===== config.mk =====
export PLATFORM = sky130hd
export DESIGN_NAME = zero_cross_freq_peak_amp_meter_unit
export DESIGN_NICKNAME = d
export VERILOG_FILES = /design/src/sv/zcfpam_pkg.sv /design/src/sv/zcfpam_front.sv /design/src/sv/zcfpam_queue.sv /design/src/sv/zcfpam_back.sv /design/src/sv/zero_cross_freq_peak_amp_meter_unit.sv
export SDC_FILE = /design/constraint.sdc
export NUM_CORES = 1
export LEC_CHECK = 0
export ABC_CLOCK_PERIOD_IN_PS = 8100
export BUFFER_PORTS_ARGS = -buffer_cell sky130_fd_sc_hd__buf_4
export CORE_UTILIZATION = 40
export DETAILED_ROUTE_END_ITERATION = 7
export SLEW_MARGIN = 25
export SYNTH_ARGS = -nofsm -noshare
export SYNTH_HDL_FRONTEND = slang
export SYNTH_SLANG_ARGS = --single-unit

===== constraint.sdc =====
create_clock -name i_clk -period 8.1 [get_ports i_clk]
set_input_delay 0 -clock i_clk [delete_from_list [all_inputs] [get_ports i_clk]]
set_output_delay 0 -clock i_clk [all_outputs]
set_load 0.02 [all_outputs]

===== src/sv/zcfpam_pkg.sv =====
// ----------------------------------------------------------------------------
// zcfpam_pkg
// Shared types and constants for the zero-crossing frequency and
// peak-to-peak amplitude meter.
// ----------------------------------------------------------------------------
`default_nettype none

package zcfpam_pkg;

    // Field widths.
    localparam int SAMPLE_W = 8;
    localparam int WORD_W   = 16;
    localparam int CFG_IDX_W = 2;

    // Configuration register indexes.
    localparam logic [CFG_IDX_W-1:0] CFG_WINDOW_LENGTH  = 2'd0;
    localparam logic [CFG_IDX_W-1:0] CFG_RATE_NUMERATOR = 2'd1;
    localparam logic [CFG_IDX_W-1:0] CFG_MIDLINE        = 2'd2;

    // Reset values of registers and state.
    localparam logic [WORD_W-1:0]   RST_WINDOW_LENGTH  = 16'd250;
    localparam logic [WORD_W-1:0]   RST_RATE_NUMERATOR = 16'd1000;
    localparam logic [SAMPLE_W-1:0] RST_MIDLINE        = 8'd128;
    localparam logic [WORD_W-1:0]   RST_FREQUENCY      = 16'd100;
    localparam logic [SAMPLE_W-1:0] MIN_CLEAR          = 8'd255;
    localparam logic [SAMPLE_W-1:0] MAX_CLEAR          = 8'd0;
    localparam logic [WORD_W-1:0]   COUNT_MAX          = 16'hFFFF;

    // Request queue between front and back.
    localparam int QUEUE_DEPTH = 4;
    localparam int QUEUE_AW    = $clog2(QUEUE_DEPTH);

    // Serial divider: one quotient bit per cycle.
    localparam int DIV_STEPS = WORD_W;
    localparam int DIV_CNT_W = $clog2(DIV_STEPS);

    // One classified sample, as handed from front to back.
    typedef struct packed {
        logic                freq_update;
        logic [WORD_W-1:0]   numerator;
        logic [WORD_W-1:0]   divisor;
        logic [SAMPLE_W-1:0] amplitude;
        logic                amp_update;
    } t_request;

    // Back end sequencer states.
    typedef enum logic [1:0] {
        ST_IDLE,
        ST_DIV,
        ST_DONE
    } t_back_state;

endpackage

`default_nettype wire


===== src/sv/zcfpam_front.sv =====
// ----------------------------------------------------------------------------
// zcfpam_front
// Holds the configuration registers and the per-sample state. Classifies each
// sample (crossing, window close) and emits one request per sample.
// ----------------------------------------------------------------------------
`default_nettype none

module zcfpam_front (
    input  wire logic                               i_clk,
    input  wire logic                               i_rst_n,
    input  wire logic                               i_cfg_wr_en,
    input  wire logic [zcfpam_pkg::CFG_IDX_W-1:0]   i_cfg_index,
    input  wire logic [zcfpam_pkg::WORD_W-1:0]      i_cfg_wdata,
    input  wire logic                               i_accept,
    input  wire logic [zcfpam_pkg::SAMPLE_W-1:0]    i_sample,
    output zcfpam_pkg::t_request                    o_request
);

    logic [zcfpam_pkg::WORD_W-1:0]   r_window_length;
    logic [zcfpam_pkg::WORD_W-1:0]   r_rate_numerator;
    logic [zcfpam_pkg::SAMPLE_W-1:0] r_midline;

    logic [zcfpam_pkg::SAMPLE_W-1:0] r_prev, n_prev;
    logic [zcfpam_pkg::WORD_W-1:0]   r_window_count, n_window_count;
    logic [zcfpam_pkg::WORD_W-1:0]   r_period_count, n_period_count;
    logic                            r_armed, n_armed;
    logic [zcfpam_pkg::SAMPLE_W-1:0] r_max, n_max;
    logic [zcfpam_pkg::SAMPLE_W-1:0] r_min, n_min;
    logic [zcfpam_pkg::SAMPLE_W-1:0] r_amplitude, n_amplitude;

    logic [zcfpam_pkg::WORD_W-1:0]   wc_inc;
    logic [zcfpam_pkg::WORD_W-1:0]   pc_inc;
    logic [zcfpam_pkg::SAMPLE_W-1:0] upd_max;
    logic [zcfpam_pkg::SAMPLE_W-1:0] upd_min;
    logic                            crossed;
    logic                            freq_update;
    logic                            window_close;

    // Configuration writes.
    always_ff @(posedge i_clk) begin
        if (!i_rst_n) begin
            r_window_length  <= zcfpam_pkg::RST_WINDOW_LENGTH;
            r_rate_numerator <= zcfpam_pkg::RST_RATE_NUMERATOR;
            r_midline        <= zcfpam_pkg::RST_MIDLINE;
        end else if (i_cfg_wr_en) begin
            case (i_cfg_index)
                zcfpam_pkg::CFG_WINDOW_LENGTH:  r_window_length  <= i_cfg_wdata;
                zcfpam_pkg::CFG_RATE_NUMERATOR: r_rate_numerator <= i_cfg_wdata;
                zcfpam_pkg::CFG_MIDLINE:
                    r_midline <= i_cfg_wdata[zcfpam_pkg::SAMPLE_W-1:0];
                default: ;
            endcase
        end
    end

    // Classification of the incoming sample.
    always_comb begin
        wc_inc = (r_window_count == zcfpam_pkg::COUNT_MAX) ? zcfpam_pkg::COUNT_MAX
                                                           : r_window_count + 16'd1;
        pc_inc = (r_period_count == zcfpam_pkg::COUNT_MAX) ? zcfpam_pkg::COUNT_MAX
                                                           : r_period_count + 16'd1;
        crossed = ((r_prev < r_midline) && (i_sample >= r_midline)) ||
                  ((r_prev > r_midline) && (i_sample <= r_midline));
        freq_update  = crossed && r_armed;
        upd_max      = (i_sample > r_max) ? i_sample : r_max;
        upd_min      = (i_sample < r_min) ? i_sample : r_min;
        window_close = (wc_inc >= r_window_length);
    end

    // Next state of the per-sample registers.
    always_comb begin
        n_prev         = i_sample;
        n_window_count = window_close ? '0 : wc_inc;
        n_period_count = freq_update ? '0 : pc_inc;
        n_armed        = crossed ? !r_armed : r_armed;
        n_max          = window_close ? zcfpam_pkg::MAX_CLEAR : upd_max;
        n_min          = window_close ? zcfpam_pkg::MIN_CLEAR : upd_min;
        n_amplitude    = window_close ? (upd_max - upd_min) : r_amplitude;
    end

    always_ff @(posedge i_clk) begin
        if (!i_rst_n) begin
            r_prev         <= '0;
            r_window_count <= '0;
            r_period_count <= '0;
            r_armed        <= 1'b0;
            r_max          <= zcfpam_pkg::MAX_CLEAR;
            r_min          <= zcfpam_pkg::MIN_CLEAR;
            r_amplitude    <= '0;
        end else if (i_accept) begin
            r_prev         <= n_prev;
            r_window_count <= n_window_count;
            r_period_count <= n_period_count;
            r_armed        <= n_armed;
            r_max          <= n_max;
            r_min          <= n_min;
            r_amplitude    <= n_amplitude;
        end
    end

    // Request toward the back end.
    always_comb begin
        o_request.freq_update = freq_update;
        o_request.numerator   = r_rate_numerator;
        o_request.divisor     = pc_inc;
        o_request.amplitude   = n_amplitude;
        o_request.amp_update  = window_close;
    end

endmodule

`default_nettype wire


===== src/sv/zcfpam_queue.sv =====
// ----------------------------------------------------------------------------
// zcfpam_queue
// Small first-in first-out queue of requests between front and back.
// ----------------------------------------------------------------------------
`default_nettype none

module zcfpam_queue (
    input  wire logic                   i_clk,
    input  wire logic                   i_rst_n,
    input  wire logic                   i_push,
    input  wire zcfpam_pkg::t_request   i_data,
    output logic                        o_full,
    input  wire logic                   i_pop,
    output zcfpam_pkg::t_request        o_data,
    output logic                        o_empty
);

    zcfpam_pkg::t_request r_mem [zcfpam_pkg::QUEUE_DEPTH];

    logic [zcfpam_pkg::QUEUE_AW-1:0] r_wr_ptr;
    logic [zcfpam_pkg::QUEUE_AW-1:0] r_rd_ptr;
    logic [zcfpam_pkg::QUEUE_AW:0]   r_count;

    assign o_full  = (r_count == (zcfpam_pkg::QUEUE_AW+1)'(zcfpam_pkg::QUEUE_DEPTH));
    assign o_empty = (r_count == '0);
    assign o_data  = r_mem[r_rd_ptr];

    // Storage write.
    always_ff @(posedge i_clk) begin
        if (i_push) begin
            r_mem[r_wr_ptr] <= i_data;
        end
    end

    // Pointers and fill count.
    always_ff @(posedge i_clk) begin
        if (!i_rst_n) begin
            r_wr_ptr <= '0;
            r_rd_ptr <= '0;
            r_count  <= '0;
        end else begin
            if (i_push) begin
                r_wr_ptr <= r_wr_ptr + 1'b1;
            end
            if (i_pop) begin
                r_rd_ptr <= r_rd_ptr + 1'b1;
            end
            if (i_push && !i_pop) begin
                r_count <= r_count + 1'b1;
            end else if (!i_push && i_pop) begin
                r_count <= r_count - 1'b1;
            end
        end
    end

    // The producers must respect full and empty.
    a_no_push_full: assert property (@(posedge i_clk) disable iff (!i_rst_n)
        o_full |-> !i_push || i_pop)
        else $error("queue written while full");

    a_no_pop_empty: assert property (@(posedge i_clk) disable iff (!i_rst_n)
        o_empty |-> !i_pop)
        else $error("queue read while empty");

endmodule

`default_nettype wire


===== src/sv/zcfpam_back.sv =====
// ----------------------------------------------------------------------------
// zcfpam_back
// Takes requests from the queue, runs the serial frequency divide when a
// request asks for it, and holds the result in the output register.
// ----------------------------------------------------------------------------
`default_nettype none

module zcfpam_back (
    input  wire logic                               i_clk,
    input  wire logic                               i_rst_n,
    input  wire zcfpam_pkg::t_request               i_request,
    input  wire logic                               i_empty,
    output logic                                    o_pop,
    output logic                                    o_valid,
    input  wire logic                               i_stall,
    output logic [zcfpam_pkg::WORD_W-1:0]           o_frequency,
    output logic [zcfpam_pkg::SAMPLE_W-1:0]         o_amplitude,
    output logic                                    o_frequency_updated,
    output logic                                    o_amplitude_updated
);

    zcfpam_pkg::t_back_state r_state, n_state;

    zcfpam_pkg::t_request                r_req;
    logic [zcfpam_pkg::WORD_W-1:0]       r_freq;
    logic [zcfpam_pkg::WORD_W-1:0]       r_quo, n_quo;
    logic [zcfpam_pkg::WORD_W-1:0]       r_rem, n_rem;
    logic [zcfpam_pkg::DIV_CNT_W-1:0]    r_cnt;
    logic [zcfpam_pkg::WORD_W:0]         trial;
    logic                                ge;
    logic                                last_step;

    logic                                r_valid;
    logic [zcfpam_pkg::WORD_W-1:0]       r_o_freq;
    logic [zcfpam_pkg::SAMPLE_W-1:0]     r_o_amp;
    logic                                r_o_fupd;
    logic                                r_o_aupd;

    logic                                out_free;
    logic                                load_plain;
    logic                                load_div;
    logic                                start_div;

    assign out_free  = !r_valid || !i_stall;
    assign last_step = (r_cnt == zcfpam_pkg::DIV_CNT_W'(zcfpam_pkg::DIV_STEPS - 1));

    // Next state.
    always_comb begin
        n_state = r_state;
        case (r_state)
            zcfpam_pkg::ST_IDLE: begin
                if (!i_empty && out_free && i_request.freq_update) begin
                    n_state = zcfpam_pkg::ST_DIV;
                end
            end
            zcfpam_pkg::ST_DIV: begin
                if (last_step) begin
                    n_state = zcfpam_pkg::ST_DONE;
                end
            end
            zcfpam_pkg::ST_DONE: begin
                if (out_free) begin
                    n_state = zcfpam_pkg::ST_IDLE;
                end
            end
            default: n_state = zcfpam_pkg::ST_IDLE;
        endcase
    end

    // Sequencer outputs.
    always_comb begin
        o_pop      = 1'b0;
        load_plain = 1'b0;
        load_div   = 1'b0;
        start_div  = 1'b0;
        case (r_state)
            zcfpam_pkg::ST_IDLE: begin
                if (!i_empty && out_free) begin
                    o_pop      = 1'b1;
                    start_div  = i_request.freq_update;
                    load_plain = !i_request.freq_update;
                end
            end
            zcfpam_pkg::ST_DONE: begin
                load_div = out_free;
            end
            default: ;
        endcase
    end

    always_ff @(posedge i_clk) begin
        if (!i_rst_n) begin
            r_state <= zcfpam_pkg::ST_IDLE;
        end else begin
            r_state <= n_state;
        end
    end

    // One restoring divide step: shift in the next dividend bit, subtract if it fits.
    always_comb begin
        trial = {r_rem, r_quo[zcfpam_pkg::WORD_W-1]};
        ge    = (trial >= {1'b0, r_req.divisor});
        n_rem = ge ? zcfpam_pkg::WORD_W'(trial - {1'b0, r_req.divisor})
                   : trial[zcfpam_pkg::WORD_W-1:0];
        n_quo = {r_quo[zcfpam_pkg::WORD_W-2:0], ge};
    end

    always_ff @(posedge i_clk) begin
        if (start_div) begin
            r_req <= i_request;
            r_quo <= i_request.numerator;
            r_rem <= '0;
            r_cnt <= '0;
        end else if (r_state == zcfpam_pkg::ST_DIV) begin
            r_quo <= n_quo;
            r_rem <= n_rem;
            r_cnt <= r_cnt + 1'b1;
        end
    end

    // Latest frequency, replaced when a divide finishes.
    always_ff @(posedge i_clk) begin
        if (!i_rst_n) begin
            r_freq <= zcfpam_pkg::RST_FREQUENCY;
        end else if (load_div) begin
            r_freq <= r_quo;
        end
    end

    // Output register.
    always_ff @(posedge i_clk) begin
        if (!i_rst_n) begin
            r_valid <= 1'b0;
        end else if (load_plain || load_div) begin
            r_valid <= 1'b1;
        end else if (!i_stall) begin
            r_valid <= 1'b0;
        end
    end

    always_ff @(posedge i_clk) begin
        if (load_plain) begin
            r_o_freq <= r_freq;
            r_o_amp  <= i_request.amplitude;
            r_o_fupd <= 1'b0;
            r_o_aupd <= i_request.amp_update;
        end else if (load_div) begin
            r_o_freq <= r_quo;
            r_o_amp  <= r_req.amplitude;
            r_o_fupd <= 1'b1;
            r_o_aupd <= r_req.amp_update;
        end
    end

    assign o_valid             = r_valid;
    assign o_frequency         = r_o_freq;
    assign o_amplitude         = r_o_amp;
    assign o_frequency_updated = r_o_fupd;
    assign o_amplitude_updated = r_o_aupd;

    // The divide never stalls on its way to the done state.
    a_div_progress: assert property (@(posedge i_clk) disable iff (!i_rst_n)
        r_state == zcfpam_pkg::ST_DIV && !last_step |=> r_state == zcfpam_pkg::ST_DIV)
        else $error("divide left early");

    // A finished divide leaves a remainder below the divisor.
    a_rem_range: assert property (@(posedge i_clk) disable iff (!i_rst_n)
        r_state == zcfpam_pkg::ST_DONE |-> r_rem < r_req.divisor)
        else $error("divide remainder out of range");

    // A frequency update only reaches the output from a finished divide.
    a_fupd_source: assert property (@(posedge i_clk) disable iff (!i_rst_n)
        $rose(r_valid) && r_o_fupd |-> $past(r_state) == zcfpam_pkg::ST_DONE)
        else $error("frequency flag without a divide");

endmodule

`default_nettype wire


===== src/sv/zero_cross_freq_peak_amp_meter_unit.sv =====
// ----------------------------------------------------------------------------
// zero_cross_freq_peak_amp_meter_unit
// Zero-crossing frequency and peak-to-peak amplitude meter: one result per
// sample, frequency by serial divide on every second midline crossing.
// ----------------------------------------------------------------------------
//  Channel   Direction  Handshake                     Payload
//  sample    in         i_in_valid / o_in_stall       i_sample
//  result    out        o_out_valid / i_out_stall     o_frequency, o_amplitude,
//                                                     o_frequency_updated,
//                                                     o_amplitude_updated
//  config    in         i_cfg_wr_en                   i_cfg_index, i_cfg_wdata
//
//  Samples without a frequency update pass at one item per cycle while the back end
//  is idle and the output is not stalled. A sample that updates the frequency is
//  loaded, run through the bit-serial restoring divider, and then handed off.
//  A four-entry request queue lets the front keep taking samples meanwhile.
//  Reset is synchronous and active low; no clearing pass is needed.
//  A stalled output holds its register; the queue fills and then stalls input.
// ----------------------------------------------------------------------------
`default_nettype none

module zero_cross_freq_peak_amp_meter_unit (
    input  wire logic                               i_clk,
    input  wire logic                               i_rst_n,
    input  wire logic                               i_cfg_wr_en,
    input  wire logic [zcfpam_pkg::CFG_IDX_W-1:0]   i_cfg_index,
    input  wire logic [zcfpam_pkg::WORD_W-1:0]      i_cfg_wdata,
    input  wire logic                               i_in_valid,
    output logic                                    o_in_stall,
    input  wire logic [zcfpam_pkg::SAMPLE_W-1:0]    i_sample,
    output logic                                    o_out_valid,
    input  wire logic                               i_out_stall,
    output logic [zcfpam_pkg::WORD_W-1:0]           o_frequency,
    output logic [zcfpam_pkg::SAMPLE_W-1:0]         o_amplitude,
    output logic                                    o_frequency_updated,
    output logic                                    o_amplitude_updated
);

    zcfpam_pkg::t_request front_req;
    zcfpam_pkg::t_request queue_req;
    logic                 accept;
    logic                 q_full;
    logic                 q_empty;
    logic                 q_pop;

    // A request is accepted whenever the queue has room.
    assign o_in_stall = q_full;
    assign accept     = i_in_valid && !q_full;

    zcfpam_front u_front (
        .i_clk       (i_clk),
        .i_rst_n     (i_rst_n),
        .i_cfg_wr_en (i_cfg_wr_en),
        .i_cfg_index (i_cfg_index),
        .i_cfg_wdata (i_cfg_wdata),
        .i_accept    (accept),
        .i_sample    (i_sample),
        .o_request   (front_req)
    );

    zcfpam_queue u_queue (
        .i_clk   (i_clk),
        .i_rst_n (i_rst_n),
        .i_push  (accept),
        .i_data  (front_req),
        .o_full  (q_full),
        .i_pop   (q_pop),
        .o_data  (queue_req),
        .o_empty (q_empty)
    );

    zcfpam_back u_back (
        .i_clk               (i_clk),
        .i_rst_n             (i_rst_n),
        .i_request           (queue_req),
        .i_empty             (q_empty),
        .o_pop               (q_pop),
        .o_valid             (o_out_valid),
        .i_stall             (i_out_stall),
        .o_frequency         (o_frequency),
        .o_amplitude         (o_amplitude),
        .o_frequency_updated (o_frequency_updated),
        .o_amplitude_updated (o_amplitude_updated)
    );

endmodule

`default_nettype wire

Word-level counts from Yosys, hierarchy flattened --
Memories as Yosys holds them, arrays and structs flattened. A register that Yosys moved wholly into a read port is not among the register bits. Index checks and enable logic that the tools add are counted.
Storage, ports and cells: register bits after elaboration 218, memory bits (writable) 168, input bits 31, output and inout bits 28, logic and storage cells 123, memories 1
Operators by class: add/subtract/negate cells 9, $lt $le $gt $ge 8, equal/unequal tests 12, multiplexer cells 37, reduce and logical (&&, ||, !) cells 30
Memory list:
- u_queue.r_mem | depth 4, bits a word 42, rd ports 1, clocked after Yosys merged registers in 1, write ports 1, RTL line zcfpam_queue.sv:18 | zcfpam_pkg::t_request r_mem [zcfpam_pkg::QUEUE_DEPTH];
Operator list (number):
- 2-to-1 mux 16 bit | 9
- 2-to-1 mux 8 bit | 7
- adder 16 x 1 -> 16 bit, second input constant | 2
- equality test 16 bit, second input constant | 2
- greater-or-equal comparator 17 x 16 -> 1 bit | 1
- greater-or-equal comparator 16 bit | 1
- greater-than comparator 8 bit | 2
- less-than comparator 8 bit | 2
- subtractor 16 bit | 1
- 2-to-1 mux 1 bit | 13
- 2-to-1 mux 2 bit | 5
- greater-or-equal comparator 8 bit | 1
- less-or-equal comparator 8 bit | 1
- logical AND 1 bit | 8
- zero test 1 bit | 8
- != test 2 x 1 -> 1 bit, second input constant | 4
- AND reduction 2 bit | 4
- subtractor 8 bit | 1
- 2-to-1 mux 3 bit | 2
- one-hot mux 2 bit (3 select lines) | 1
- nonzero test 2 bit | 3
- adder 2 x 1 -> 2 bit, second input constant | 2
- adder 4 x 1 -> 4 bit, second input constant | 1
- equality test 2 x 1 -> 1 bit, second input constant | 2
- other kinds (9) | 13

Longest topological paths before layout --
Gate-level depths: netlist (run 1).
depth in word-level cells 8, depth in mapped cells 21, mapped depth without buffers 18

By module --
A second synthesis (run 1) with hierarchy kept.
Unflattened totals: cells, all modules 1479, area, all modules 17694.5 um^2
By module, submodules not included:
- zcfpam_queue | instances 1, cells an instance 263, area each 6558.8 um^2, seq. area each 5225.0 um^2
- zcfpam_front | instances 1, cells an instance 779, area each 6244.7 um^2, seq. area each 2102.0 um^2
- zcfpam_back | instances 1, cells an instance 436, area each 4877.2 um^2, seq. area each 2782.7 um^2
- zero_cross_freq_peak_amp_meter_unit | instances 1, cells an instance 1, area each 13.8 um^2, seq. area each 0.0 um^2

Worst setup path after synthesis (run 1) --
Ideal clock, no wire load.
path kind register to register, start point register u_front.r_window_count[0] in the netlist's numbering, end point memory u_queue.r_mem[0][6] in the netlist's numbering (data pin), library setup time 0.266 ns, arrival time 3.380 ns, required time 7.834 ns, slack 4.453 ns, stages on the path, launching flop included 19, path buffers 5, clock period less this slack 3.647 ns, path through dfxtp_1 -> ha_1 -> and3_1 -> buf_2 -> and3_1 -> buf_4 -> and2_1 -> nand3_1 -> buf_2 -> buf_6 -> o21ai_0 -> ha_1 -> a21o_1 -> a211oi_1 -> o211ai_1 -> a21oi_1 -> buf_2 -> inv_2 -> mux2_2
RTL lines:
- from (decl) | RTL line zcfpam_front.sv:24 | logic [zcfpam_pkg::WORD_W-1:0] r_window_count, n_window_count;
- from (signal assigned) | RTL line zcfpam_front.sv:92 | r_window_count <= n_window_count;
- to (decl) | RTL line zcfpam_queue.sv:18

Worst setup path after layout (run 1) --
start point register u_front.r_window_count[0] in the netlist's numbering, end point register u_front.r_min[3] in the netlist's numbering
On the way: word-level cells in the longest chain between the ends 4, elaborated cells between the ends (all ways) 5, those cells by class 1 x add/sub; 1 x order compare; 1 x eq/ne; 2 x mux
RTL lines:
- adder 16 x 1 -> 16 bit / equality test 16 bit (equally long branches) | RTL line zcfpam_front.sv:59, zcfpam_front.sv:58
- 2-to-1 mux 16 bit (*) | RTL line zcfpam_front.sv:58 | wc_inc = (r_window_count == zcfpam_pkg::COUNT_MAX) ? zcfpam_pkg::COUNT_MAX
- greater-or-equal comparator 16 bit (*) | RTL line zcfpam_front.sv:67 | window_close = (wc_inc >= r_window_length);
- 2-to-1 mux 8 bit (*) | RTL line zcfpam_front.sv:77 | n_min = window_close ? zcfpam_pkg::MIN_CLEAR : upd_min;
- to (signal assigned) | RTL line zcfpam_front.sv:88 | r_min <= zcfpam_pkg::MIN_CLEAR;
- to (signal assigned) | RTL line zcfpam_front.sv:96 | r_min <= n_min;
- to (decl) | RTL line zcfpam_front.sv:28 | logic [zcfpam_pkg::SAMPLE_W-1:0] r_min, n_min;
Mark *: on every way between the ends. The rest lies on a longest branch, timed or not. A chain may end at the register's enable or synchronous reset.

==> key figures, run 1 <==
STA
  • RSZ-0062 raised after global routing: false
  • Share of the clock period used by the worst path: 0.574
  • Slew at the pin closest to its max-slew limit: 1.00 ns
  • Setup_tns: 0 ns
  • # setup viols final: 0
  • Fin. Hold Viols: 0
  • Count of pins over their slew limit: 0
  • Highest attainable clock frequency: roughly 220 MHz
  • Remaining max-slew budget at the tightest pin: 0.332
  • Period minus WS final: 4.65 ns
  • Clk_skew: ~0.017 ns

Pwr
  • Clock network fraction of total power: 0.307
  • Fraction of power spent switching nets: 0.298
  • Gate power share: 0.261
  • Total power draw: 6.13 mW
  • Peak supply drop: 0.000157 V
  • Sw Pwr: 1.83 mW
  • Design internal power: between 4 and 5 mW
  • Power share of the sequential group: 0.432
  • Power Density: 301 nW/um^2
  • Static leakage: around 7.6 nW

Clocking
  • Deepest clock path buffer count: 3
  • Clock insertion delay at the later pin of the skew report: approximately 0.57 ns
  • CTS sink cnt: a little under 400
  • Root buffer selected by CTS: sky130_fd_sc_hd__clkbuf_16
  • Count of H-tree levels built during CTS: 2
  • Resized cells post-CTS: 0
  • Number of buffers created by CTS: between 40 and 50
  • Clock tree from TritonCTS: yes
  • Clock slew at reported path FFs: 0.06 ns
  • Cts hold-fix bufs: 34
  • Number of buffers added for setup after CTS: 0

Worst hold path
  • Min-delay worst type: input pin to flip-flop

Placed design
  • Total of buffers placed on input and output ports: 58
  • Post-DP HPWL: ~24000 um
  • Area after detailed placement: about 19000 um^2
  • Last weighted congestion value of the routability-driven placer: between 0.7 and 0.8

Setup path
  • Worst reg-to-reg setup slack: between 3 and 4 ns
  • Maximum fanout count along the critical path: 21
  • Crit Reg-Reg Endpoint: u_front.r_min[3]
  • Critical path capture point type: flip-flop
  • Critical Path Sink: u_front.r_min[3]
  • Worst R2R Path Depth: 16
  • Timing startpoint of the critical path: u_front.r_window_count[0]
  • Required @ worst endpoint: 8.51 ns
  • Startpoint types: flip-flop
  • Worst Path Arrival: 5.06 ns
  • Worst reg2reg startpoint: u_front.r_window_count[0]
  • Setup CP Type: flip-flop to flip-flop

Layout
  • Proportion of layout cells with a drive suffix above 1: 0.161
  • Summed area of non-filler cells in the final layout: slightly above 20000 um^2
  • Syn-to-layout area delta: 15.2%
  • # diodes: 0
  • Final #Nets: roughly 1700

Logic synthesis
  • Mapped Area: 17700 um^2
  • Post-synth EDFFs: about 230
  • Fraction of synthesized cell area taken by the top area cell type: 0.398
  • Post-synthesis average cell area: ~12 um^2
  • Flop and latch count out of synthesis: 388
  • Most common library cells after synthesis: 234 x sky130_fd_sc_hd__edfxtp_1, 188 x sky130_fd_sc_hd__nand2_1, 154 x sky130_fd_sc_hd__dfxtp_1, 81 x sky130_fd_sc_hd__inv_1, 78 x sky130_fd_sc_hd__ha_1
  • Dominant cells by area after synthesis: sky130_fd_sc_hd__edfxtp_1 40%, sky130_fd_sc_hd__dfxtp_1 17%, sky130_fd_sc_hd__ha_1 5.5%
  • Number of distinct library cells after synthesis: 66
  • Largest area contributor in the synthesized netlist: sky130_fd_sc_hd__edfxtp_1
  • Synthesized netlist cell count: 1471
  • Fraction of registers with async set/reset: 0
  • Most used standard cell by instance count after synthesis: sky130_fd_sc_hd__edfxtp_1
  • Total nets after synthesis: 1583
  • Most used flip-flop cell after synthesis: sky130_fd_sc_hd__edfxtp_1
  • Count of warnings emitted by yosys: 0
  • Sequential-to-total area share from yosys stat: 0.572

Drt
  • Routed WL: around 37000 um
  • Overall via count from detail_route: about 11000
  • Mean routed wirelength per cell: about 17 um
  • First-iteration detailed-routing DRC count: ~550
  • Total DRC errors in the routed layout: 0
  • Final antenna-violating net count: 0
  • Average vias per placed instance: about 5.2
  • Drt pass-1 iters: 5

GRT
  • Pin count of the biggest net entering global routing: between 70 and 80
  • Overall global routing resource usage: 0.169
  • Overall overflow remaining after global route: 0
  • Number of antenna violations at the first check in global routing: 0
  • Vias in the first global route: about 11000
  • Global-route wire length before repair: between 50000 and 60000 um

Floorplanning
  • Die X: approximately 210 um
  • Top-level port count: between 50 and 60
  • Chip height: approximately 210 um
  • CORE AREA: roughly 43000 um^2
  • Area of the die: ~45000 um^2
  • Initial cell density of the core: 0.407
  • Number of cell rows: 76

Flow run
  • Number of max-cap violations: 0

Run status
  • Outcome: completed
## worst max-delay path, cell delays in order (launching register included)
cell and delay, ns:
sky130_fd_sc_hd__dfxtp_1 0.37, sky130_fd_sc_hd__ha_1 0.24, sky130_fd_sc_hd__and3_1 0.27, sky130_fd_sc_hd__and3_1 0.30, sky130_fd_sc_hd__and2_1 0.21, sky130_fd_sc_hd__nand3_1 0.51, sky130_fd_sc_hd__and2_1 0.41, sky130_fd_sc_hd__ha_1 0.27
sky130_fd_sc_hd__nand2b_1 0.14, sky130_fd_sc_hd__a21o_1 0.18, sky130_fd_sc_hd__a21oi_1 0.15, sky130_fd_sc_hd__o211ai_1 0.14, sky130_fd_sc_hd__a21oi_2 0.14, sky130_fd_sc_hd__buf_4 0.28, sky130_fd_sc_hd__and2_1 0.62, sky130_fd_sc_hd__a22o_1 0.22
sky130_fd_sc_hd__nand2_1 0.05
## per-stage QoR
step | instances | hold WS (ns) | util | worst slack, ns
floorplan | 1471 | 0.124 | - | 4.45
global placement | 2056 | 0.246 | 0.430 | 3.52
detailed placement | 2056 | 0.253 | 0.430 | 3.43
CTS | 2169 | 0.0386 | 0.470 | 3.42
global route | 2169 | 0.0941 | 0.470 | 3.03
finish | 2169 | 0.0621 | 0.470 | 3.45
## cell type report
cell class	count	area, um^2
fillers	3924	23000
flip-flops and latches	388	10100
multi-input cells	927	6950
clock buffers	59	1190
repair buffers	108	896
well taps	585	732
inverters	82	308
clock inverters	20	171
## power groups by stage
stage	sequential [mW]	combinational, mW	clock, mW
6_report	2.65	1.60	1.88
5_1_grt	2.68	1.77	2.01
4_1_cts	2.65	1.63	1.93
3_5_place_dp	2.69	1.60	0
3_3_place_gp	2.68	1.59	0
2_1_floorplan	2.72	1.10	0
## registers in the layout, indices dropped and copies added, names as in the netlist, 16 cells and up, named ones only
register	flops
u_back.o_frequency	16
u_back.r_freq	16
u_back.r_quo	16
u_back.r_rem	16
u_back.r_req	25
u_front.r_period_count	16
u_front.r_rate_numerator	16
u_front.r_window_count	16
u_front.r_window_length	16
u_queue.r_mem	168
## placed cells by master (no fill, tap or decap), types with 11 or more instances in the layout
cell type | netlist | final
sky130_fd_sc_hd__buf_4 | 1 | 74
sky130_fd_sc_hd__edfxtp_1 | 234 | 234
sky130_fd_sc_hd__dfxtp_1 | 154 | 152
sky130_fd_sc_hd__nor2b_1 | 31 | 31
sky130_fd_sc_hd__nand4_1 | 17 | 17
sky130_fd_sc_hd__a21boi_0 | 50 | 50
sky130_fd_sc_hd__a21oi_1 | 68 | 67
sky130_fd_sc_hd__and3_1 | 12 | 12
sky130_fd_sc_hd__nand3_1 | 58 | 58
sky130_fd_sc_hd__mux2_2 | 53 | 53
sky130_fd_sc_hd__clkbuf_1 | 46 | 12
sky130_fd_sc_hd__o211ai_1 | 15 | 15
sky130_fd_sc_hd__mux2i_1 | 28 | 28
sky130_fd_sc_hd__xor2_1 | 14 | 14
sky130_fd_sc_hd__mux4_2 | 42 | 42
sky130_fd_sc_hd__clkbuf_16 | 0 | 44
sky130_fd_sc_hd__and2_1 | 18 | 14
sky130_fd_sc_hd__dlygate4sd3_1 | 0 | 34
sky130_fd_sc_hd__nand2b_1 | 12 | 11
sky130_fd_sc_hd__ha_1 | 78 | 78
sky130_fd_sc_hd__o21ai_0 | 41 | 41
sky130_fd_sc_hd__xnor2_1 | 27 | 27
sky130_fd_sc_hd__inv_1 | 81 | 80
sky130_fd_sc_hd__a21o_1 | 14 | 14
sky130_fd_sc_hd__nand2_1 | 188 | 188
sky130_fd_sc_hd__nor2_1 | 49 | 49
## cell families (layout without fill, tap and decap cells)
kind of cell,after synthesis,after routing,synth area share
AND/OR/NAND/NOR,413,413,0.109
flip-flops,388,388,0.572
AO/OA/AOI/OAI,269,269,0.100
buffers and inverters,156,269,0.0360
multiplexers,123,123,0.103
adder cells (fa/ha/maj),81,81,0.0586
XOR/XNOR,41,41,0.0203
## metal layers
layer  wire length [um]  GRT usage  vias up
met5                  0          0        -
met4                707     0.0482        0
met3               1370     0.0304       51
met2              17500      0.284      165
met1              17100      0.222     5496
li1                   -          -     5522
## how the worst min path moves through the flow
stage	start	endpoint	slack, ns	depth (start not counted)
after detailed placement	i_cfg_wdata[9]	u_front.r_rate_numerator[9]	0.25	3
after CTS	i_cfg_index[0]	u_front.r_window_length[11]	0.04	4
after global placement	i_cfg_wdata[9]	u_front.r_rate_numerator[9]	0.25	3
after floorplan	i_cfg_wdata[3]	u_front.r_rate_numerator[3]	0.12	2
after global routing	i_cfg_index[0]	u_front.r_window_length[13]	0.09	4
final	i_cfg_index[0]	u_front.r_window_length[12]	0.06	4
No activity file was read; power rests on OpenSTA's default activity.
==> run 2, diff against run 1 <==
ABC_CLOCK_PERIOD_IN_PS = 4840   (was 8100)
clock period = 4.84 ns   (was 8.1 ns; I/O delays follow)
==> run 2 against run 1 <==
Net effect:
- die area is the same
- fmax increased by 9.1%
- non-clock buffer count decreased by 2
- highest routed layer unchanged
- routed wire length down 0.14%
- largest cell class unchanged
- register-to-register slack worse by 2.9 ns
- worst hold slack got worse by 0.0086 ns
==> key figures, run 2 (synthesized netlist as in run 1, its figures left out) <==
Placed design
  • Total of buffers placed on input and output ports: 58
  • Last weighted congestion value of the routability-driven placer: ~0.81
  • Area after detailed placement: 18700 um^2
  • Post-DP HPWL: between 20000 and 25000 um

Setup path
  • Setup CP Type: flip-flop to flip-flop
  • Critical path capture point type: flip-flop
  • Maximum fanout count along the critical path: 21
  • Startpoint types: flip-flop
  • Worst Path Arrival: ~4.7 ns
  • Required @ worst endpoint: 5.26 ns

GRT
  • Number of antenna violations at the first check in global routing: 1
  • Pin count of the biggest net entering global routing: 78
  • Global-route wire length before repair: between 50000 and 60000 um
  • Overall global routing resource usage: 0.167
  • Vias in the first global route: ~11000
  • Global Route met3 Usage: 0.0316
  • Global-route track usage on met1: 0.227
  • Global-route met2 utilization: 0.274
  • Most utilized layer in the global route result: met2
  • Overall overflow remaining after global route: 0

Layout
  • Biggest regs: u_queue.r_mem: 168 flops, u_back.r_req: 25 flops
  • Most flops, register: u_queue.r_mem
  • Fillcell total: ~4000
  • Commonest non-fill, non-tap cell in the layout: sky130_fd_sc_hd__edfxtp_1
  • Flip-flop count of the largest register after layout: 168
  • Commonest cells after routing, fill and taps aside: 234 x sky130_fd_sc_hd__edfxtp_1, 188 x sky130_fd_sc_hd__nand2_1, 152 x sky130_fd_sc_hd__dfxtp_1, 81 x sky130_fd_sc_hd__inv_1, 78 x sky130_fd_sc_hd__ha_1
  • Syn-to-layout area delta: 15.3%
  • Final #Nets: approximately 1700
  • Summed area of non-filler cells in the final layout: between 20000 and 25000 um^2
  • Proportion of layout cells with a drive suffix above 1: 0.161

Floorplanning
  • Number of cell rows: 76
  • Initial cell density of the core: 0.407
  • Area of the die: ~45000 um^2
  • Chip height: between 200 and 250 um
  • Top-level port count: 59
  • CORE AREA: 43400 um^2
  • Die X: ~210 um

Clocking
  • Clock slew at reported path FFs: around 0.060 ns
  • Clock insertion delay at the later pin of the skew report: 0.57 ns
  • Resized cells post-CTS: 0
  • Clock tree from TritonCTS: yes
  • Deepest clock path buffer count: 3
  • CTS sink cnt: a little under 400
  • Count of H-tree levels built during CTS: 2
  • Number of buffers added for setup after CTS: 0
  • Root buffer selected by CTS: sky130_fd_sc_hd__clkbuf_16
  • Number of buffers created by CTS: 43

STA
  • Clk_skew: ~0.021 ns
  • Period minus WS final: around 4.3 ns
  • RSZ-0062 raised after global routing: false
  • Fin. Hold Viols: 0
  • # setup viols final: 0
  • Hold Slack: approximately 0.054 ns
  • Count of pins over their slew limit: 0
  • Slew at the pin closest to its max-slew limit: roughly 1 ns
  • Highest attainable clock frequency: approximately 230 MHz
  • Setup_tns: 0 ns
  • Remaining max-slew budget at the tightest pin: 0.328
  • Share of the clock period used by the worst path: 0.880

Drt
  • Routed WL: 36600 um
  • Overall via count from detail_route: between 10000 and 15000
  • Mean routed wirelength per cell: 16.9 um
  • First-iteration detailed-routing DRC count: just over 600
  • Total DRC errors in the routed layout: 0
  • Average vias per placed instance: 5.15
  • Drt pass-1 iters: 5
  • Final antenna-violating net count: 0

Flow run
  • Number of max-cap violations: 0

Pwr
  • Peak supply drop: around 0.00029 V
  • Static leakage: around 7.6 nW
  • Power Density: roughly 510 nW/um^2

Worst hold path
  • Min-delay worst type: input pin to flip-flop

Run status
  • Outcome: completed
[run 2: changes by cell type in the layout (fill, tap and decap cells not counted), moves of 2 or more]
cell / before / now
sky130_fd_sc_hd__buf_4: 74 / 77
sky130_fd_sc_hd__dlygate4sd3_1: 34 / 29
sky130_fd_sc_hd__clkbuf_1: 12 / 16
sky130_fd_sc_hd__clkinv_2: 9 / 3
sky130_fd_sc_hd__clkinvlp_4: 0 / 2
sky130_fd_sc_hd__clkbuf_8: 3 / 5
[run 2: stage by stage]
| stage | util | setup slack [ns] | total power, mW | std cells |
|---|---|---|---|---|
| after global placement | 0.431 | 0.723 | 7.14 | 2059 |
| after detailed placement | 0.431 | 0.657 | 7.20 | 2059 |
| after floorplan | - | 1.19 | 6.40 | 1471 |
| after global routing | 0.470 | 0.265 | 10.9 | 2167 |
| after CTS | 0.470 | 0.619 | 10.5 | 2167 |
| final | 0.470 | 0.581 | 10.3 | 2168 |
[run 2: worst max-delay path, stage by stage, from the launching register on]
cell and delay, ns:
sky130_fd_sc_hd__dfxtp_1 0.38, sky130_fd_sc_hd__ha_1 0.24, sky130_fd_sc_hd__and3_1 0.27, sky130_fd_sc_hd__and3_1 0.31
sky130_fd_sc_hd__and2_1 0.21, sky130_fd_sc_hd__nand3_1 0.11, sky130_fd_sc_hd__buf_4 0.19, sky130_fd_sc_hd__and2_1 0.17
sky130_fd_sc_hd__ha_1 0.26, sky130_fd_sc_hd__nand2b_1 0.14, sky130_fd_sc_hd__a21o_1 0.18, sky130_fd_sc_hd__a21oi_1 0.15
sky130_fd_sc_hd__o211ai_1 0.13, sky130_fd_sc_hd__a21oi_2 0.14, sky130_fd_sc_hd__buf_4 0.28, sky130_fd_sc_hd__and2_1 0.63
sky130_fd_sc_hd__a22o_1 0.23, sky130_fd_sc_hd__nand2_1 0.05
[run 2: area by class of cell]
type	instances	area, um^2	share of cell area
Sequential cell	388	10100	0.496
Inverter	82	308	0.0151
Clock inverter	15	195	0.00958
Timing Repair Buffer	106	868	0.0426
Multi-Input combinational cell	927	6950	0.341
Antenna cell	1	2.50	0.000123
Tap cell	585	732	0.0359
Clock buffer	64	1200	0.0591
[run 2: layer usage]
metal  share of wire  vias up
met1            0.48     5444
met2            0.46      164
li1                -     5508
met5               0        -
met3           0.040       46
met4           0.017        0
[run 2: worst paths after layout]
kind / slack, ns / endpoint / depth (start not counted) / from
worst max-delay path: 0.58 / u_front.r_min[4] / 17 / u_front.r_window_count[0]
worst max register to register: 0.58 / u_front.r_min[4] / 17 / u_front.r_window_count[0]
worst min-delay path: 0.05 / u_front.r_window_length[0] / 4 / i_cfg_index[0]
worst min register to register: 0.46 / u_back.r_freq[0] / 2 / u_back.r_freq[0]
[run 2: where the power goes]
part	internal (mW)	switching [mW]	total [mW]
logic	1.17	1.51	2.68
clock network	1.90	1.32	3.22
registers	4.20	0.235	4.44
total	7.27	3.06	10.3
[run 2: what timing repair did]
item	CTS	global route
endpoints found under the hold margin	81	0
setup endpoints to repair	0	0
hold buffers	29	0
==> run 3, diff against run 2 <==
CELL_PAD_IN_SITES_DETAIL_PLACEMENT = 1   (was unset)
CELL_PAD_IN_SITES_GLOBAL_PLACEMENT = 1   (was unset)
PLACE_DENSITY_LB_ADDON = 0.1   (was unset)
REMOVE_ABC_BUFFERS = 1   (was unset)
==> run 3 against run 2 <==
Net effect:
- cell area rose by 1.8%
- global-route usage increased by 2.1 points
- fmax decreased by 5.1%
- first-iteration DRC count decreased by 9.6%
- non-clock buffer count is 20 higher
- critical endpoint is now u_queue.r_mem[2][3]
- clock skew down 0.0028 ns
- via count increased by 2.7%
- final cell count rose by 1.0%
- worst hold slack better by 0.079 ns
- flip-flop and latch count is the same
- count of clock-buffer cells in the layout decreased by 8
==> key figures, run 3 (synthesized netlist as in run 1, its figures left out) <==
Setup path
  • Crit Reg-Reg Endpoint: u_queue.r_mem[2][3]
  • Critical path capture point type: flip-flop
  • Worst reg2reg startpoint: u_front.r_window_count[0]
  • Startpoint types: flip-flop
  • Critical Path Sink: u_queue.r_mem[2][3]
  • Worst Path Arrival: roughly 4.8 ns
  • Timing startpoint of the critical path: u_front.r_window_count[0]
  • Worst reg-to-reg setup slack: between 0.3 and 0.4 ns
  • Worst R2R Path Depth: 14
  • Setup CP Type: flip-flop to flip-flop
  • Maximum fanout count along the critical path: 15
  • Required @ worst endpoint: 5.15 ns

GRT
  • Overall global routing resource usage: 0.188
  • Pin count of the biggest net entering global routing: between 80 and 90
  • Number of antenna violations at the first check in global routing: 1
  • Overall overflow remaining after global route: 0
  • Vias in the first global route: 11900
  • Global-route wire length before repair: roughly 66000 um

Run status
  • Outcome: completed

Floorplanning
  • Chip height: about 210 um
  • Number of cell rows: 76
  • CORE AREA: 43400 um^2
  • Die X: between 200 and 250 um
  • Top-level port count: 59
  • Area of the die: approximately 45000 um^2
  • Initial cell density of the core: 0.407

Layout
  • Flip-flop count of the largest register after layout: around 170
  • Proportion of layout cells with a drive suffix above 1: 0.166
  • Biggest regs: u_queue.r_mem: 168 flops, u_back.r_req: 25 flops
  • # diodes: 0
  • Commonest non-fill, non-tap cell in the layout: sky130_fd_sc_hd__edfxtp_1
  • Final standard cell utilization of the core: 0.479
  • Commonest cells after routing, fill and taps aside: 234 x sky130_fd_sc_hd__edfxtp_1, 188 x sky130_fd_sc_hd__nand2_1, 152 x sky130_fd_sc_hd__dfxtp_1, 80 x sky130_fd_sc_hd__inv_1
  • Syn-to-layout area delta: 17.5%
  • Final #Nets: roughly 1700
  • Most flops, register: u_queue.r_mem

STA
  • RSZ-0062 raised after global routing: false
  • Clk_skew: 0.0180 ns
  • # setup viols final: 0
  • Share of the clock period used by the worst path: 0.927
  • Setup_tns: 0 ns
  • Count of pins over their slew limit: 0
  • Period minus WS final: approximately 4.5 ns
  • Fin. Hold Viols: 0
  • Highest attainable clock frequency: ~220 MHz
  • Remaining max-slew budget at the tightest pin: 0.376
  • Hold Slack: 0.133 ns
  • Slew at the pin closest to its max-slew limit: 0.936 ns

Clocking
  • Clock insertion delay at the later pin of the skew report: just under 0.6 ns
  • Clock tree from TritonCTS: yes
  • Clock slew at reported path FFs: ~0.06 ns
  • Count of H-tree levels built during CTS: 2
  • Number of buffers added for setup after CTS: 0
  • Root buffer selected by CTS: sky130_fd_sc_hd__clkbuf_16
  • Number of buffers created by CTS: between 40 and 50
  • Deepest clock path buffer count: 3
  • CTS sink cnt: 388

Pwr
  • Peak supply drop: roughly 0.00025 V
  • Power Density: just over 500 nW/um^2
  • Static leakage: just under 8 nW

Placed design
  • Post-DP HPWL: ~27000 um
  • Last weighted congestion value of the routability-driven placer: slightly below 0.8
  • Total of buffers placed on input and output ports: 58

Drt
  • Routed WL: around 41000 um
  • Total DRC errors in the routed layout: 0
  • Average vias per placed instance: 5.23
  • First-iteration detailed-routing DRC count: 558
  • Overall via count from detail_route: 11500
  • Mean routed wirelength per cell: ~19 um
  • Final antenna-violating net count: 0
  • Drt pass-1 iters: 4

Worst hold path
  • Min-delay worst type: input pin to flip-flop

Flow run
  • Number of max-cap violations: 0
## run 3: per-layer routing
metal  track usage  up-vias  share of wire
li1              -     5557              -
met1         0.266     5698           0.50
met2         0.298      150           0.45
met3        0.0307       55          0.032
met4        0.0475        0          0.018
met5             0        -              0
## run 3: worst min path at each step
| stage | startpoint | endpoint | slack (ns) | cells past startpoint |
|---|---|---|---|---|
| 2_1_floorplan | i_rst_n | u_front.r_midline[7] | 0.06 | 1 |
| 3_3_place_gp | i_cfg_wdata[15] | u_front.r_window_length[15] | 0.28 | 3 |
| 3_5_place_dp | i_cfg_wdata[4] | u_front.r_window_length[4] | 0.28 | 3 |
| 4_1_cts | i_cfg_wr_en | u_front.r_window_length[5] | 0.09 | 4 |
| 5_1_grt | i_cfg_wr_en | u_front.r_window_length[5] | 0.16 | 4 |
| 6_report | i_cfg_wr_en | u_front.r_window_length[5] | 0.13 | 4 |
## run 3: stage by stage
step	total power [mW]	instance area, um^2	setup slack (ns)	instances
floorplan	6.35	17300	0.410	1397
global placement	7.18	18700	0.346	2060
CTS	10.9	20800	0.211	2190
detailed placement	7.24	18700	0.228	2060
global route	11.3	20800	0.0696	2190
finish	10.7	20800	0.353	2190
## run 3: worst max-delay path: stages, from the launching register on
cell                       delay (ns)
sky130_fd_sc_hd__dfxtp_1         0.38
sky130_fd_sc_hd__ha_1            0.25
sky130_fd_sc_hd__and3_1          0.28
sky130_fd_sc_hd__and3_1          0.30
sky130_fd_sc_hd__and2_1          0.22
sky130_fd_sc_hd__nand3_1         0.40
sky130_fd_sc_hd__and2_1          0.35
sky130_fd_sc_hd__ha_1            0.27
sky130_fd_sc_hd__nand2b_1        0.14
sky130_fd_sc_hd__a21o_1          0.17
sky130_fd_sc_hd__a21oi_1         0.14
sky130_fd_sc_hd__o211ai_1        0.12
sky130_fd_sc_hd__a21oi_2         0.47
sky130_fd_sc_hd__buf_4           0.33
sky130_fd_sc_hd__mux2_2          0.39
## run 3: final cells by class
cell class | instances | area [um^2]
Timing Repair Buffer | 126 | 1070
Tap cell | 585 | 732
Inverter | 82 | 308
Sequential cell | 388 | 10100
Clock inverter | 26 | 357
Fill cell | 4555 | 22600
Clock buffer | 56 | 1230
Multi-Input combinational cell | 927 | 6950
## run 3: power breakdown
group          leakage (nW)  internal (mW)  switching, mW
clock network         0.765           2.20           1.39
logic                  3.53           1.18           1.53
registers              3.46           4.20          0.236
total                  7.75           7.58           3.16
## run 3: what timing repair did
action                                  CTS  global route
hold buffers                             48             0
resized for setup                         0             1
hold endpoints to repair                 80             0
endpoints found under the setup margin    0            15
